**src/design/fvpe_pkg.sv**
```systemverilog
// Shared types and constants for the four-variable polynomial evaluator.
package fvpe_pkg;

   localparam int COEF_W  = 48;
   localparam int COORD_W = 32;
   localparam int CSR_AW  = 5;
   localparam int CSR_DW  = 32;
   localparam int CFG_W   = 3;

   localparam logic [63:0] ONE_Q24     = 64'h0000_0000_0100_0000;
   localparam logic [127:0] ROUND_HALF = 128'h0080_0000;
   localparam logic [63:0] MONO_LIMIT  = 64'h7FFF_FFFF_FFFF_FFFF;
   localparam logic [63:0] TERM_LIMIT  = 64'h0020_0000_0000_0000;
   localparam logic signed [63:0] OUT_MAX = 64'sh0000_7FFF_FFFF_FFFF;
   localparam logic signed [63:0] OUT_MIN = -64'sh0000_8000_0000_0000;

   localparam logic ACT_WRITE = 1'b0;
   localparam logic ACT_EVAL  = 1'b1;

   localparam logic [2:0] REG_TOTAL_ORDER    = 3'd0;
   localparam logic [2:0] REG_MAX_EXP_FIRST  = 3'd1;
   localparam logic [2:0] REG_MAX_EXP_SECOND = 3'd2;
   localparam logic [2:0] REG_MAX_EXP_THIRD  = 3'd3;
   localparam logic [2:0] REG_MAX_EXP_FOURTH = 3'd4;

   typedef enum logic [3:0] {
      ST_IDLE,
      ST_POW_ISSUE,
      ST_POW_WAIT,
      ST_TERM_READ,
      ST_TERM_CHECK,
      ST_MONO_ISSUE,
      ST_MONO_WAIT,
      ST_COEF_ISSUE,
      ST_COEF_WAIT,
      ST_TERM_NEXT,
      ST_FINISH
   } fvpe_state_type;

   typedef enum logic [1:0] {
      MUL_IDLE,
      MUL_PP,
      MUL_RND,
      MUL_CLIP
   } mul_state_type;

   typedef struct packed {
      logic start;
      logic term;
   } mul_req_type;

   typedef struct packed {
      logic done;
      logic clip;
   } mul_rsp_type;

endpackage

```
**src/design/fvpe_mul.sv**
```systemverilog
// Multi-cycle signed Q.24 multiplier with rounding and clipping.
module fvpe_mul import fvpe_pkg::*; (
   input  logic               clock,
   input  logic               reset,
   input  mul_req_type        mul_req,
   input  logic        [63:0] op_a,
   input  logic        [63:0] op_b,
   output logic signed [63:0] mul_q,
   output mul_rsp_type        mul_rsp
);

   mul_state_type state_ff, state_in;
   logic [1:0]   cnt_ff;
   logic [63:0]  x_ff, y_ff;
   logic         neg_ff, term_ff;
   logic [127:0] acc_ff;
   logic [63:0]  q_ff;
   logic         clip_ff, done_ff;

   logic         ld_en, pp_en, rnd_en, clip_en;
   logic [63:0]  pp;
   logic [1:0]   pp_pos;
   logic [127:0] pp_wide;
   logic [63:0]  lim, qmag, qsel;
   logic         ovf;

   always_comb begin
      state_in = state_ff;
      case (state_ff)
         MUL_IDLE: if (mul_req.start) state_in = MUL_PP;
         MUL_PP:   if (cnt_ff == 2'd3) state_in = MUL_RND;
         MUL_RND:  state_in = MUL_CLIP;
         MUL_CLIP: state_in = MUL_IDLE;
         default:  state_in = MUL_IDLE;
      endcase
   end

   always_comb begin
      ld_en   = 1'b0;
      pp_en   = 1'b0;
      rnd_en  = 1'b0;
      clip_en = 1'b0;
      case (state_ff)
         MUL_IDLE: ld_en   = mul_req.start;
         MUL_PP:   pp_en   = 1'b1;
         MUL_RND:  rnd_en  = 1'b1;
         MUL_CLIP: clip_en = 1'b1;
         default:  ld_en   = 1'b0;
      endcase
   end

   // one 32x32 partial product per cycle
   assign pp      = x_ff[32*cnt_ff[0] +: 32] * y_ff[32*cnt_ff[1] +: 32];
   assign pp_pos  = {1'b0, cnt_ff[0]} + {1'b0, cnt_ff[1]};
   assign pp_wide = {64'd0, pp} << {pp_pos, 5'd0};

   assign lim  = term_ff ? TERM_LIMIT : MONO_LIMIT;
   assign qmag = acc_ff[87:24];
   assign ovf  = (|acc_ff[127:88]) || (qmag > lim);
   assign qsel = ovf ? lim : qmag;

   always_ff @(posedge clock) begin
      if (reset) begin
         state_ff <= MUL_IDLE;
         cnt_ff   <= 2'd0;
         done_ff  <= 1'b0;
      end else begin
         state_ff <= state_in;
         done_ff  <= clip_en;
         if (ld_en) cnt_ff <= 2'd0;
         else if (pp_en) cnt_ff <= cnt_ff + 2'd1;
      end
   end

   always_ff @(posedge clock) begin
      if (ld_en) begin
         x_ff    <= op_a[63] ? (64'd0 - op_a) : op_a;
         y_ff    <= op_b[63] ? (64'd0 - op_b) : op_b;
         neg_ff  <= op_a[63] ^ op_b[63];
         term_ff <= mul_req.term;
         acc_ff  <= 128'd0;
      end else if (pp_en) begin
         acc_ff <= acc_ff + pp_wide;
      end else if (rnd_en) begin
         acc_ff <= acc_ff + ROUND_HALF;
      end
      if (clip_en) begin
         q_ff    <= neg_ff ? (64'd0 - qsel) : qsel;
         clip_ff <= ovf;
      end
   end

   assign mul_q        = q_ff;
   assign mul_rsp.done = done_ff;
   assign mul_rsp.clip = clip_ff;

endmodule

```
**config.mk**
```make
export PLATFORM = sky130hd
export DESIGN_NAME = fvpe_mul
export DESIGN_NICKNAME = d
export VERILOG_FILES = /design/src/design/fvpe_pkg.sv /design/src/design/fvpe_mul.sv
export SDC_FILE = /design/constraint.sdc
export NUM_CORES = 2
export LEC_CHECK = 0
export ABC_AREA = 1
export BUFFER_PORTS_ARGS = -buffer_cell sky130_fd_sc_hd__buf_4
export CAP_MARGIN = 10
export CORE_ASPECT_RATIO = 0.5
export CORE_MARGIN = 1
export CORE_UTILIZATION = 50
export CTS_CLUSTER_SIZE = 8
export DETAILED_ROUTE_END_ITERATION = 10
export HOLD_SLACK_MARGIN = 0.12
export PLACE_DENSITY = 0.66
export SLEW_MARGIN = 20
export SYNTH_ARGS = -nofsm -noshare
export SYNTH_HDL_FRONTEND = slang
export SYNTH_SLANG_ARGS = --single-unit
```
**constraint.sdc**
```tcl
create_clock -name clock -period 16.3 [get_ports clock]
set_input_delay 4.075 -clock clock [delete_from_list [all_inputs] [get_ports clock]]
set_output_delay 4.075 -clock clock [all_outputs]
set_load 0.005 [all_outputs]
```
==> summary.txt <==
Largest net degree at the start of global routing - 94
Hold Path Origin - acc_ff[18]
Via Count - 65500
Final setup viols - 0
R2R setup slack - 2.60 ns
Area share of the largest cell type after synthesis - 0.269
First-pass GRT wire length - 412 mm
Main flop type after synthesis - edfxtp_1
Dpl cells - 11200
Register clock-pin slew on the reported worst setup and hold paths - 0.06 ns
Clock sink count - 328
Crit path required time - 16.84 ns
Initial drt markers - 7891
Die area - 135000 µm²
Critical R2R Capture - acc_ff[114]
Die Height - 260 µm
CP arrival - 14.25 ns
Final Wtd Congestion - 1.06
Synth warn - 0
Failing checks - design-rule violations
Async set or reset register ratio after synthesis - 0
CP dominant cell by count - inv_1
Final TNS setup - 0 ns
Max incr delay on CP - 0.99 ns
H-Tree Depth - 2
Nets - 10900
Endpoints failing hold - 0
Final period util - 0.841
CP top delay family - adder cells
Main area contributors after synthesis - fa_1 27%, inv_1 11%, edfxtp_1 8.8%, ha_1 8.7%, nand2_1 8.6%
Outcome - complete, but fails checks
Row count - 94
Most frequent cell after synthesis - inv_1
R2R depth - 44
Final std cells w/o fill - 11200
Total GRT Usage - 0.414
Flops & latches, synth - 328
Dominant cell type by area after synthesis - fa_1
Vias in the first global route - 64100
Pre-Repair DR Iteration Count - 9
Drt wl/cell - 24.9 µm
Unique masters post-synth - 59
Fmax - 0.0730 GHz
P&R area growth vs syn - 7.47%
Hold Crit Class - flip-flop to flip-flop
Drc violations - 25
# Max-Cap Violations - 0
Mapped Cells - 9378
List of most frequent post-synthesis cells - 1889 x inv_1, 1529 x nand2_1, 1448 x nor2_1
Seq/Total Area, Yosys - 0.128
Clock Tree Buf Depth - 3
GR Overflow Total - 0
Crit-path slowest cell - clkinv_1
Ant diodes - 0
Synthesized Nets - 10900
Layout Skew - 0.0893 ns
Unrepaired setup endpoints after global routing - no
Die W - 518 µm
Post-CTS Resized - 0
Post-CTS setup buffer count - 0
Launch point of the worst path - cnt_ff[1]
Clock latency on the worst-skew pair - 0.70 ns
# port buffers - 197
Worst path bufs/invs - 11
Cts bufs inserted - 47
Fill count - 13100
Layout cells sized above 1 - 0.0552
Antenna viol nets, final - 0
Hold-fix buffers at CTS - 0
CTS tree - done
Fin crit period - 13.70 ns
CP max FO - 35
Sequential Area - 8520 µm²
Critical Path End Type - flip-flop
Rel. slew slack - 0.0865
WHS Path Cells - 2
Final core utilization - 0.543
Slew Limit Fails - 0
Final HPWL DP - 226 mm
Hold path endpoint - acc_ff[18]
Core ar. - 132000 µm²
Vias/cell - 5.83
Root Driver - clkbuf_16
Reg-to-reg startpoint - cnt_ff[1]
Routed Wire Length - 280 mm
Starting Density - 0.506
Avg Cell Area, Syn - 7.11 µm²
EDFF count, synth - 195
Initial antenna violation count - 4
Multi-input logic area - 49900 µm²
Synthesized area - 66700 µm²
Worst slew pin tran - 1.36 ns
Crit path launch type - flip-flop
Setup CP Type - flip-flop to flip-flop
I/O pin cnt - 198
per-layer routing:
metal	wire length [µm]	up-vias	track usage
li1	-	29500	-
met1	115000	31600	0.564
met2	117000	3803	0.612
met3	36000	618	0.131
met4	12200	10	0.154
met5	194	-	0.00520
cell usage in the layout (no fill, tap or decap), drive strengths merged, types with 15 or more instances in the layout:
cell type / netlist / layout
o21bai: 15 / 15
nand2: 1539 / 1539
xnor2: 113 / 113
nand3: 319 / 319
a21o: 32 / 32
nand4: 83 / 83
o21a: 43 / 43
inv: 1899 / 1899
a21oi: 620 / 620
clkbuf: 257 / 72
ha: 462 / 462
o211ai: 24 / 24
edfxtp: 195 / 195
nor4: 77 / 77
clkinv: 32 / 36
fa: 897 / 897
a31oi: 112 / 112
a221oi: 17 / 17
buf: 44 / 315
nand3b: 20 / 20
o21ai: 562 / 562
nor2: 1481 / 1481
xor2: 191 / 191
nor3: 126 / 126
dfxtp: 133 / 133
area by class of cell:
class | count | share of cell area
Tap cell | 1776 | 0.0310
Clock inverter | 4 | 0.000838
Multi-Input combinational cell | 6818 | 0.697
Inverter | 1931 | 0.101
Sequential cell | 328 | 0.119
Clock buffer | 72 | 0.0179
Timing Repair Buffer | 315 | 0.0330
cells by family (layout without fill, tap and decap cells):
family                   count (synthesis)  after routing  synth area share
AO/OA/AOI/OAI                         1481           1481             0.121
XOR/XNOR                               304            304            0.0399
adder cells (fa/ha/maj)               1359           1359             0.356
buffers and inverters                 2232           2322             0.127
flip-flops                             328            328             0.128
multiplexers                             5              5          0.000751
AND/OR/NAND/NOR                       3669           3669             0.227
tightest hold or removal path, delay by kind of cell, from the launching register on:
family / cells / cell delay [ns]
buf+inv: 1 / 0.05
compound gates: 1 / 0.09
flops: 1 / 0.33
worst max path at each step:
stage / slack (ns) / to / cells after the start
after global placement: 2.93 / acc_ff[114] / 42
after global routing: 2.01 / acc_ff[114] / 44
final: 2.60 / acc_ff[114] / 44
after floorplan: 6.59 / acc_ff[86] / 47
after detailed placement: 2.87 / acc_ff[114] / 42
after CTS: 2.90 / acc_ff[114] / 42
registers in the layout (all words and copies together) (netlist names):
signal / cells
acc_ff: 128
mul_q: 64
x_ff: 64
y_ff: 64
cnt_ff: 2
state_ff: 2
clip_ff: 1
done_ff: 1
neg_ff: 1
term_ff: 1
per-stage QoR:
stage	hold WS (ns)	setup slack (ns)	cell area (µm²)
finish	0.496	2.60	71600
global route	0.518	2.01	71600
CTS	0.495	2.90	71600
detailed placement	0.480	2.87	70300
global placement	0.473	2.93	70300
floorplan	0.456	6.59	66700
Power is left out: the tool's default activity adds up to more than one toggle a clock period on the data nets, which glitch-free logic cannot reach.
